### config.mk
export PLATFORM = sky130hd
export DESIGN_NAME = rotor_speed_ramp_runup_unit_flat
export DESIGN_NICKNAME = d
export VERILOG_FILES = /design/src/hdl/rsr_pkg.sv /design/src/hdl/rsr_if.sv /design/src/hdl/rotor_speed_ramp_runup_unit.sv /design/src/hdl/rsr_cfg.sv /design/src/hdl/rsr_core.sv /design/src/flat_wrapper.sv
export SDC_FILE = /design/constraint.sdc
export NUM_CORES = 1
export LEC_CHECK = 0
export BUFFER_PORTS_ARGS = -buffer_cell sky130_fd_sc_hd__buf_2
export CAP_MARGIN = 20
export CELL_PAD_IN_SITES_DETAIL_PLACEMENT = 0
export CELL_PAD_IN_SITES_GLOBAL_PLACEMENT = 2
export CORE_ASPECT_RATIO = 0.75
export CORE_MARGIN = 1
export CORE_UTILIZATION = 40
export DETAILED_ROUTE_END_ITERATION = 16
export PLACE_DENSITY_LB_ADDON = 0.1
export REMOVE_ABC_BUFFERS = 1
export SLEW_MARGIN = 20
export SYNTH_ARGS = -nofsm -noshare
export SYNTH_HDL_FRONTEND = slang
export SYNTH_HIERARCHICAL = 1
export SYNTH_SLANG_ARGS = --single-unit
### constraint.sdc
create_clock -name clk -period 16.7 [get_ports clk]
set_clock_uncertainty 0.15 [all_clocks]
set_input_delay 3.34 -clock clk [delete_from_list [all_inputs] [get_ports clk]]
set_output_delay 3.34 -clock clk [all_outputs]
set_load 0.02 [all_outputs]
### src/hdl/rsr_pkg.sv
// ----------------------------------------------------------------------------
// rsr_pkg
// Shared widths, constants, register codes and types of the rotor speed
// ramp and run-up unit.
// ----------------------------------------------------------------------------
package rsr_pkg;

    // fixed field widths
    localparam int DESIRED_W = 10;
    localparam int DRIVE_W   = 10;
    localparam int LEVEL_W   = 18;
    localparam int MODE_W    = 2;
    localparam int CFG_IDX_W = 2;

    // default number of fractional bits of a level
    localparam int FRAC_BITS_DEF = 8;

    localparam logic [LEVEL_W-1:0]   LEVEL_MAX   = '1;
    localparam logic [DESIRED_W-1:0] SPEED_LIMIT = 10'd1000;

    // speed modes
    localparam logic [MODE_W-1:0] MODE_NONE = 2'd0;

    // register indexes
    localparam logic [CFG_IDX_W-1:0] REG_SPEED_MODE = 2'd0;
    localparam logic [CFG_IDX_W-1:0] REG_RAMP_STEP  = 2'd1;
    localparam logic [CFG_IDX_W-1:0] REG_RUNUP_STEP = 2'd2;

    // register reset values
    localparam logic [MODE_W-1:0]  MODE_RST  = 2'd1;
    localparam logic [LEVEL_W-1:0] RAMP_RST  = 18'd2560;
    localparam logic [LEVEL_W-1:0] RUNUP_RST = 18'd256;

    typedef struct packed {
        logic [MODE_W-1:0]  speed_mode;
        logic [LEVEL_W-1:0] ramp_step;
        logic [LEVEL_W-1:0] runup_step;
    } cfg_t;

    typedef struct packed {
        logic                 armed;
        logic [DESIRED_W-1:0] speed_cmd;
    } item_t;

    typedef struct packed {
        logic [LEVEL_W-1:0] drive_level;
        logic [LEVEL_W-1:0] estimate_level;
        logic               runup_done;
    } state_t;

    typedef struct packed {
        logic [DRIVE_W-1:0] drive_value;
        logic               drive_written;
        logic [LEVEL_W-1:0] speed_estimate;
        logic               runup_complete;
    } result_t;

endpackage

### src/hdl/rsr_if.sv
// ----------------------------------------------------------------------------
// rsr interfaces
// Valid/ready channels of the rotor speed ramp and run-up unit: tick
// requests, result requests and register writes.
// ----------------------------------------------------------------------------
interface rsr_tick_if;
    logic                           valid;
    logic                           ready;
    logic                           armed;
    logic [rsr_pkg::DESIRED_W-1:0]  speed_cmd;

    modport source (output valid, armed, speed_cmd, input ready);
    modport sink   (input valid, armed, speed_cmd, output ready);
endinterface

interface rsr_result_if;
    logic                         valid;
    logic                         ready;
    logic [rsr_pkg::DRIVE_W-1:0]  drive_value;
    logic                         drive_written;
    logic [rsr_pkg::LEVEL_W-1:0]  speed_estimate;
    logic                         runup_complete;

    modport source (output valid, drive_value, drive_written, speed_estimate,
                    runup_complete, input ready);
    modport sink   (input valid, drive_value, drive_written, speed_estimate,
                    runup_complete, output ready);
endinterface

interface rsr_cfg_if;
    logic                           valid;
    logic                           ready;
    logic [rsr_pkg::CFG_IDX_W-1:0]  index;
    logic [rsr_pkg::LEVEL_W-1:0]    data;

    modport source (output valid, index, data, input ready);
    modport sink   (input valid, index, data, output ready);
endinterface

### src/hdl/rotor_speed_ramp_runup_unit.sv
// ----------------------------------------------------------------------------
// rotor_speed_ramp_runup_unit
// Rotor speed ramp and run-up tracker, one control tick per request.
// ----------------------------------------------------------------------------
// Each tick request (armed flag, requested speed) produces exactly one result
// request carrying the drive value, the write flag, the speed estimate and
// the run-up complete flag. The unit takes one tick per clock cycle while
// the result side keeps up. A tick is held in the input register, then goes
// through the clamp/ramp/run-up update (adds and compares) into the result
// register, which also writes the drive and estimate state. The result
// register decouples the two sides, so a new tick is taken while a result
// waits; when the result side stalls and both registers are full the unit
// holds off new ticks.
// Registers (speed_mode, ramp_step, runup_step) are written through the
// cfg channel, which is always ready; write them only while no tick is in
// flight. No clearing pass is needed after reset.
module rotor_speed_ramp_runup_unit #(
    parameter int FRAC_BITS = rsr_pkg::FRAC_BITS_DEF
)
(
    input  logic            clk,
    input  logic            rst_n,
    rsr_tick_if.sink        tick,
    rsr_result_if.source    result,
    rsr_cfg_if.sink         cfg
);

    // configuration registers
    rsr_pkg::cfg_t     regs;

    // input stage
    logic              s1_valid_reg;
    logic              s1_valid_next;
    rsr_pkg::item_t    s1_item_reg;

    // result stage
    logic              s2_valid_reg;
    logic              s2_valid_next;
    rsr_pkg::result_t  s2_res_reg;

    // drive, estimate and run-up state
    rsr_pkg::state_t   state_reg;
    rsr_pkg::state_t   state_next;
    rsr_pkg::result_t  res_next;

    logic              tick_take;
    logic              advance;

    rsr_cfg u_cfg
    (
        .clk   (clk),
        .rst_n (rst_n),
        .cfg   (cfg),
        .regs  (regs)
    );

    rsr_core #(
        .FRAC_BITS (FRAC_BITS)
    ) u_core
    (
        .cfg        (regs),
        .state      (state_reg),
        .item       (s1_item_reg),
        .state_next (state_next),
        .result     (res_next)
    );

    // the input stage moves on when the result register is empty or drains
    assign advance    = s1_valid_reg && (!s2_valid_reg || result.ready);
    assign tick.ready = !s1_valid_reg || advance;
    assign tick_take  = tick.valid && tick.ready;

    always_comb
    begin
        s1_valid_next = s1_valid_reg;
        if (tick_take)
        begin
            s1_valid_next = 1'b1;
        end
        else if (advance)
        begin
            s1_valid_next = 1'b0;
        end

        s2_valid_next = s2_valid_reg;
        if (advance)
        begin
            s2_valid_next = 1'b1;
        end
        else if (result.ready)
        begin
            s2_valid_next = 1'b0;
        end
    end

    always_ff @(posedge clk or negedge rst_n)
    begin
        if (!rst_n)
        begin
            s1_valid_reg <= 1'b0;
            s2_valid_reg <= 1'b0;
            state_reg    <= '0;
        end
        else
        begin
            s1_valid_reg <= s1_valid_next;
            s2_valid_reg <= s2_valid_next;
            // state follows each tick exactly once, in order
            if (advance)
            begin
                state_reg <= state_next;
            end
        end
    end

    // payload registers, no reset
    always_ff @(posedge clk)
    begin
        if (tick_take)
        begin
            s1_item_reg.armed     <= tick.armed;
            s1_item_reg.speed_cmd <= tick.speed_cmd;
        end
        if (advance)
        begin
            s2_res_reg <= res_next;
        end
    end

    assign result.valid          = s2_valid_reg;
    assign result.drive_value    = s2_res_reg.drive_value;
    assign result.drive_written  = s2_res_reg.drive_written;
    assign result.speed_estimate = s2_res_reg.speed_estimate;
    assign result.runup_complete = s2_res_reg.runup_complete;

endmodule

### src/hdl/rsr_cfg.sv
// ----------------------------------------------------------------------------
// rsr_cfg
// Configuration register file: speed mode, ramp step and run-up step.
// ----------------------------------------------------------------------------
module rsr_cfg
(
    input  logic            clk,
    input  logic            rst_n,
    rsr_cfg_if.sink         cfg,
    output rsr_pkg::cfg_t   regs
);

    rsr_pkg::cfg_t regs_reg;
    logic          wr_en;

    assign cfg.ready = 1'b1;
    assign wr_en     = cfg.valid && cfg.ready;
    assign regs      = regs_reg;

    always_ff @(posedge clk or negedge rst_n)
    begin
        if (!rst_n)
        begin
            regs_reg.speed_mode <= rsr_pkg::MODE_RST;
            regs_reg.ramp_step  <= rsr_pkg::RAMP_RST;
            regs_reg.runup_step <= rsr_pkg::RUNUP_RST;
        end
        else if (wr_en)
        begin
            unique case (cfg.index)
                rsr_pkg::REG_SPEED_MODE: regs_reg.speed_mode <= cfg.data[rsr_pkg::MODE_W-1:0];
                rsr_pkg::REG_RAMP_STEP:  regs_reg.ramp_step  <= cfg.data;
                rsr_pkg::REG_RUNUP_STEP: regs_reg.runup_step <= cfg.data;
                default:                 ; // unused index
            endcase
        end
    end

endmodule

### src/hdl/rsr_core.sv
// ----------------------------------------------------------------------------
// rsr_core
// Per-tick update: target clamp, drive ramp, estimate run-up and flag.
// ----------------------------------------------------------------------------
module rsr_core #(
    parameter int FRAC_BITS = rsr_pkg::FRAC_BITS_DEF
)
(
    input  rsr_pkg::cfg_t     cfg,
    input  rsr_pkg::state_t   state,
    input  rsr_pkg::item_t    item,
    output rsr_pkg::state_t   state_next,
    output rsr_pkg::result_t  result
);

    localparam int LW  = rsr_pkg::LEVEL_W;
    localparam int SHW = rsr_pkg::DESIRED_W + FRAC_BITS;
    localparam int XW  = ((SHW > LW) ? SHW : LW) + 1;

    logic [rsr_pkg::DESIRED_W-1:0] desired_clamped;
    logic [XW-1:0]                 raw_wide;
    logic [XW-1:0]                 tgt_wide;
    logic [LW-1:0]                 raw_level;
    logic [LW-1:0]                 target;
    logic                          ramping;
    logic [LW-1:0]                 d_base;
    logic [LW:0]                   d_up;
    logic [LW-1:0]                 d_new;
    logic [LW:0]                   e_up;
    logic [LW-1:0]                 e_diff;
    logic [LW-1:0]                 e_new;
    logic                          done_set;
    logic                          written;
    logic [LW-1:0]                 drive_shift;

    assign ramping = (cfg.speed_mode != rsr_pkg::MODE_NONE);

    // requested speed to fixed point, saturating at the level range
    assign desired_clamped = (item.speed_cmd > rsr_pkg::SPEED_LIMIT) ?
                             rsr_pkg::SPEED_LIMIT : item.speed_cmd;
    assign raw_wide  = XW'(item.speed_cmd) << FRAC_BITS;
    assign tgt_wide  = XW'(desired_clamped) << FRAC_BITS;
    assign raw_level = (raw_wide > XW'(rsr_pkg::LEVEL_MAX)) ?
                       rsr_pkg::LEVEL_MAX : raw_wide[LW-1:0];
    assign target    = (tgt_wide > XW'(rsr_pkg::LEVEL_MAX)) ?
                       rsr_pkg::LEVEL_MAX : tgt_wide[LW-1:0];

    // drive: jump to the estimate, then ramp up, never past the target
    assign d_base = (state.drive_level < state.estimate_level) ?
                    state.estimate_level : state.drive_level;
    assign d_up   = {1'b0, d_base} + {1'b0, cfg.ramp_step};
    assign d_new  = (state.drive_level < target) ?
                    ((d_up > {1'b0, target}) ? target : d_up[LW-1:0]) : target;

    // estimate toward the new drive
    assign e_up   = {1'b0, state.estimate_level} + {1'b0, cfg.runup_step};
    assign e_diff = state.estimate_level - d_new;

    always_comb
    begin
        if (state.estimate_level < d_new)
        begin
            e_new = (e_up > {1'b0, d_new}) ? d_new : e_up[LW-1:0];
        end
        else
        begin
            e_new = (e_diff > cfg.runup_step) ?
                    (state.estimate_level - cfg.runup_step) : d_new;
        end
    end

    assign done_set = state.runup_done || ((target != '0) && (e_new >= target));

    always_comb
    begin
        state_next = state;
        written    = 1'b0;
        if (!ramping)
        begin
            if (item.armed)
            begin
                state_next.drive_level = raw_level;
            end
        end
        else if (!item.armed)
        begin
            state_next.drive_level    = '0;
            state_next.estimate_level = '0;
            written                   = 1'b1;
        end
        else
        begin
            state_next.drive_level    = d_new;
            state_next.estimate_level = e_new;
            state_next.runup_done     = done_set && !((target == '0) && (e_new == '0));
            written                   = 1'b1;
        end
    end

    assign drive_shift           = state_next.drive_level >> FRAC_BITS;
    assign result.drive_value    = drive_shift[rsr_pkg::DRIVE_W-1:0];
    assign result.drive_written  = written;
    assign result.speed_estimate = state_next.estimate_level;
    assign result.runup_complete = !ramping || state_next.runup_done;

endmodule

### src/flat_wrapper.sv
// flat-port wrapper written by rule: the top's interface ports become plain ports
module rotor_speed_ramp_runup_unit_flat 
#(
    parameter int FRAC_BITS = rsr_pkg::FRAC_BITS_DEF
)
  (clk, rst_n, tick_valid, tick_armed, tick_speed_cmd, tick_ready, result_valid, result_drive_value, result_drive_written, result_speed_estimate, result_runup_complete, result_ready, cfg_valid, cfg_index, cfg_data, cfg_ready);
  rsr_tick_if tick_i ();
  rsr_result_if result_i ();
  rsr_cfg_if cfg_i ();
  input  logic clk;
  input  logic rst_n;
  input wire logic [$bits(tick_i.valid)-1:0] tick_valid;
  input wire logic [$bits(tick_i.armed)-1:0] tick_armed;
  input wire logic [$bits(tick_i.speed_cmd)-1:0] tick_speed_cmd;
  output wire logic [$bits(tick_i.ready)-1:0] tick_ready;
  output wire logic [$bits(result_i.valid)-1:0] result_valid;
  output wire logic [$bits(result_i.drive_value)-1:0] result_drive_value;
  output wire logic [$bits(result_i.drive_written)-1:0] result_drive_written;
  output wire logic [$bits(result_i.speed_estimate)-1:0] result_speed_estimate;
  output wire logic [$bits(result_i.runup_complete)-1:0] result_runup_complete;
  input wire logic [$bits(result_i.ready)-1:0] result_ready;
  input wire logic [$bits(cfg_i.valid)-1:0] cfg_valid;
  input wire logic [$bits(cfg_i.index)-1:0] cfg_index;
  input wire logic [$bits(cfg_i.data)-1:0] cfg_data;
  output wire logic [$bits(cfg_i.ready)-1:0] cfg_ready;
  assign tick_i.valid = tick_valid;
  assign tick_i.armed = tick_armed;
  assign tick_i.speed_cmd = tick_speed_cmd;
  assign tick_ready = tick_i.ready;
  assign result_valid = result_i.valid;
  assign result_drive_value = result_i.drive_value;
  assign result_drive_written = result_i.drive_written;
  assign result_speed_estimate = result_i.speed_estimate;
  assign result_runup_complete = result_i.runup_complete;
  assign result_i.ready = result_ready;
  assign cfg_i.valid = cfg_valid;
  assign cfg_i.index = cfg_index;
  assign cfg_i.data = cfg_data;
  assign cfg_ready = cfg_i.ready;
  rotor_speed_ramp_runup_unit #(.FRAC_BITS(FRAC_BITS)) u_core (.clk(clk), .rst_n(rst_n), .tick(tick_i), .result(result_i), .cfg(cfg_i));
endmodule
# Word-level counts from Yosys, hierarchy flattened
# Index checks and enable logic that the tools add are counted.
# word_totals
memories	0
romBits	0
output_inout_bits	33
ramBits	0
in_bits	36
regBits	118
latch_bits	0
# classes
addsub	4
n_reduce_logical	25
bitwise_logic	0
n_shift	0
div_mod_pow	0
n_mux	19
n_mul	0
n_eq_ne	2
magnitude_cmp	10
# op_table
operator	n
two-way mux 18 bit	10
less-than comparator 18 bit	3
adder 18 x 18 -> 19 bit	2
greater-than comparator 19 x 18 -> 1 bit	2
greater-than comparator 18 bit, second input constant	2
zero test 18 bit	2
two-way mux 36 bit	1
subtractor 18 bit	2
two-way mux 19 bit	1
>= comparator 18 bit	1
greater-than comparator 18 bit	1
nonzero test 18 bit	1
greater-than comparator 10 bit, second input constant	1
two-way mux 10 bit	1
AND reduction 2 bit	4
nonzero test 2 bit	4
two-way mux 1 bit	6
logical AND 1 bit	5
zero test 1 bit	4
logical OR 1 bit	4
== test 2 x 1 -> 1 bit, second input constant	1
== test 2 bit, second input constant	1
zero test 2 bit	1

# Longest topological paths before layout
# depth
ltp_word	18
mapped_depth	66
depth_no_buf	63

# Cells and area by module
# Netlist, hierarchy kept.
# by_module_without_submodules
module	seq_area_each_um2	cells_per_inst	area_each_um2	n_inst
rsr_core	0.0	1039	7375.8	1
rotor_speed_ramp_runup_unit	2207.1	128	2783.9	1
rsr_cfg	955.9	83	1540.2	1

# Worst setup path before layout
# OpenSTA, ideal clock, no wires.
# synth_path
path_type	reg2reg
start	register u_core/state_reg[2] (netlist bit)
end	register u_core/state_reg[0] (netlist bit)
n_path_buf	4
required_ps	16425
path_stages_with_launch	66
slack_ps	2953
t_arrival_ps	13472
period_less_slack_ps	13747
cell_sequence	dfrtp_1 -> inv_1 -> ha_1 -> a21o_1 -> a21o_1 -> a21o_1 -> a21o_1 -> a21o_1 -> a21o_1 -> a21o_1 -> a211o_1 -> o221ai_1 -> clkbuf_1 -> mux2i_1 -> fa_1 -> and2b_1 -> o2111ai_1 -> and3_1 -> [30 not listed] -> clkbuf_1 -> clkbuf_1 -> a311o_1 -> o211ai_1 -> and3_1 -> ha_1 -> nor2b_1 -> o21a_1 -> o21a_1 -> o21a_1 -> o21a_1 -> o21ai_0 -> nand2b_1 -> a21oi_1 -> o21ai_0 -> a221oi_1 -> a21oi_1 -> mux2_2
# synth_lines
element	line_no	rtl
start, declared	rotor_speed_ramp_runup_unit.sv:42	rsr_pkg::state_t state_reg;
start signal, assigned	rotor_speed_ramp_runup_unit.sv:111	state_reg <= state_next;

==> results.json <==
{
  "vias": 9792,
  "largest_reg_flops": 38,
  "gp_congestion": 0.916,
  "die_x_um": 199,
  "fp.dieArea_um2": 29900,
  "synth_top_area_share_pct": 16.5,
  "yosysTopAreaCell": "ha_1",
  "ys_async_sr_fraction_pct": 65.3,
  "fmax_mhz": 65.7,
  "root_buffer": "clkbuf_16",
  "start_util_pct": 41.2,
  "cts_resized": 0,
  "dp_hpwl_um": 31800,
  "arrival_ns": 15.38,
  "area_delta_synth_final_pct": 9.10,
  "cp_max_fo": 19,
  "critPathMostFrequentCell": "a21o_1",
  "post_cts_buffers": 0,
  "drc": 0,
  "port_buffers": 67,
  "min_path_type": "reg -> reg",
  "io_pins": 69,
  "required_ns": 16.87,
  "maxSlewViolCount": 0,
  "synth_warnings": 6,
  "wl_um": 39400,
  "grt_pass1_vias": 9289,
  "slowest_delay_ns": 0.56,
  "fin_ws_ns": 1.48,
  "syn_area_per_cell_um2": 9.36,
  "rsz0062_at_grt": "false",
  "rows": 53,
  "clockBufferDepth": 2,
  "cp_slowest_cell": "dfrtp_1",
  "grt_start_max_net_pins": 44,
  "coreArea_um2": 28400,
  "drt-wirelength-per-cell_um": 23.4,
  "cp-end-kind": "register",
  "clkSlewWorstSetupHoldPaths_ns": 0.06,
  "status": "complete, no violations",
  "criticalPathCategory": "reg -> reg",
  "drive_above_1_share_pct": 18.8,
  "synth-seq-area-share_pct": 27.0,
  "syn_inst": 1250,
  "setup_viol": 0,
  "ys.flop_type": "dfrtp_1",
  "place_ws_ns": 1.60,
  "finalHoldViolCount": 0,
  "layout_min_cycle_time_ns": 15.22,
  "grt_usage_pct": 27.0,
  "synth_edf_count": 41,
  "yosys_register_bits": 118,
  "antenna_found_initial": 0,
  "vias_per_cell": 5.82,
  "cts_max_level": 4,
  "worst_pin_slew_ns": 1.06,
  "ys_types": 96,
  "post-route-util_pct": 45.0,
  "syn_area_um2": 11700,
  "maxCapViolCount": 0,
  "cts_tree": "done",
  "nNetsFinal": 1478,
  "grt_overflow_total": 0,
  "min_period_over_period_pct": 91.1,
  "synth_area_leaders": "ha_1 (16%), dfrtp_1 (16%), edfxtp_1 (11%), mux2_4 (5.0%), mux2_2 (4.7%)",
  "drt_pass1_iterations": 6,
  "die_y_um": 150,
  "hold_buffers": 0,
  "numCtsBuffers": 17,
  "dp_cells": 1650,
  "clock-sinks": 118,
  "fin_setup_tns_ns": 0,
  "critPathLaunchType": "register",
  "initialDrtViolationCount": 918,
  "antennaDiodeCount": 0,
  "ant_nets": 0,
  "clkLatencyLatePin_ns": 0.43,
  "fin_cells": 1682,
  "grt_pass1_wl_um": 58700,
  "relSlewSlack_pct": 29.2
}
==> path summary, 6_finish.rpt <==
path / from / endpoint / slack [ns] / cells after the start
max: u_core/state_reg[2] / u_core/state_reg[0] / 1.48 / 62
min: u_core/s1_valid_reg / u_core/result.valid / 0.35 / 1
max reg2reg: u_core/state_reg[2] / u_core/state_reg[0] / 1.48 / 62
min reg2reg: u_core/s1_valid_reg / u_core/result.valid / 0.35 / 1
max in group asynchronous: rst_n / u_core/u_cfg/regs[11] / 12.67 / 2
min in group asynchronous: rst_n / u_core/u_cfg/regs[0] / 2.74 / 1
==> logic make-up after synthesis <==
group | Yosys count | synth area share [%]
buffers and inverters | 148 | 6.17
adders and majority gates | 158 | 17.2
xor gates and xnor gates | 48 | 3.59
AOI/OAI and AO/OA | 354 | 21.1
other | 1 | 0.0321
muxes | 101 | 10.9
and+or+nand+nor | 322 | 14.0
DFF | 118 | 27.0
==> layout make-up <==
class | count | area [um2]
well taps | 385 | 482
clock buffers | 17 | 425
fillers | 2841 | 15600
clock inverters | 15 | 106
repair buffers | 81 | 443
flip-flops and latches | 118 | 3160
multi-input cells | 984 | 7840
inverters | 82 | 308
==> Yosys cell counts (all sizes together), types with 25 or more instances <==
library cell	count
xnor2	38
clkbuf	25
dfrtp	73
inv	81
buf	41
edfxtp	41
ha	154
nor2	84
nand2	95
mux2	95
o21ai	78
a21oi	80
==> per-layer routing <==
metal	vias up	track usage [%]	part of all wire, %
li1	4684	-	-
met1	4760	43.5	54
met2	326	35.5	39
met3	22	5.47	6.7
met4	0	6.49	1.2
met5	-	0	0
==> through the flow <==
| step | area (um2) | hold WS (ns) |
|---|---|---|
| CTS | 12800 | 0.360 |
| finish | 12800 | 0.355 |
| global placement | 12200 | 0.350 |
| global route | 12800 | 0.387 |
| detailed placement | 12200 | 0.354 |
| floorplan | 11300 | 0.327 |
==> critical path, delay by kind of cell (launching register included) <==
family	cells	cell delay (ns)
AOI/OAI and AO/OA	37	8.72
xor gates and xnor gates	2	0.40
buffers and inverters	2	0.29
and+or+nand+nor	13	2.49
muxes	2	0.70
DFF	1	0.56
adders and majority gates	6	1.72
==> layout by cell type, fill, tap and decap left out, types with 13 or more instances in the layout <==
master,n
ha_1,154
nand2_1,94
nor2_1,82
inv_1,81
a21oi_1,80
dfrtp_1,73
o21ai_0,72
buf_2,66
mux2_2,49
edfxtp_1,41
mux2_4,39
xnor2_1,38
o21a_1,22
a21o_1,22
nand4_1,20
nor3_1,19
clkbuf_16,17
buf_4,15
nand2b_1,15
nand3_1,15
o31ai_1,14
a211oi_1,14
o211ai_1,13
nor2b_1,13
Power is left out: the tool's default activity adds up to more than one toggle a clock period on the data nets, which glitch-free logic cannot reach.
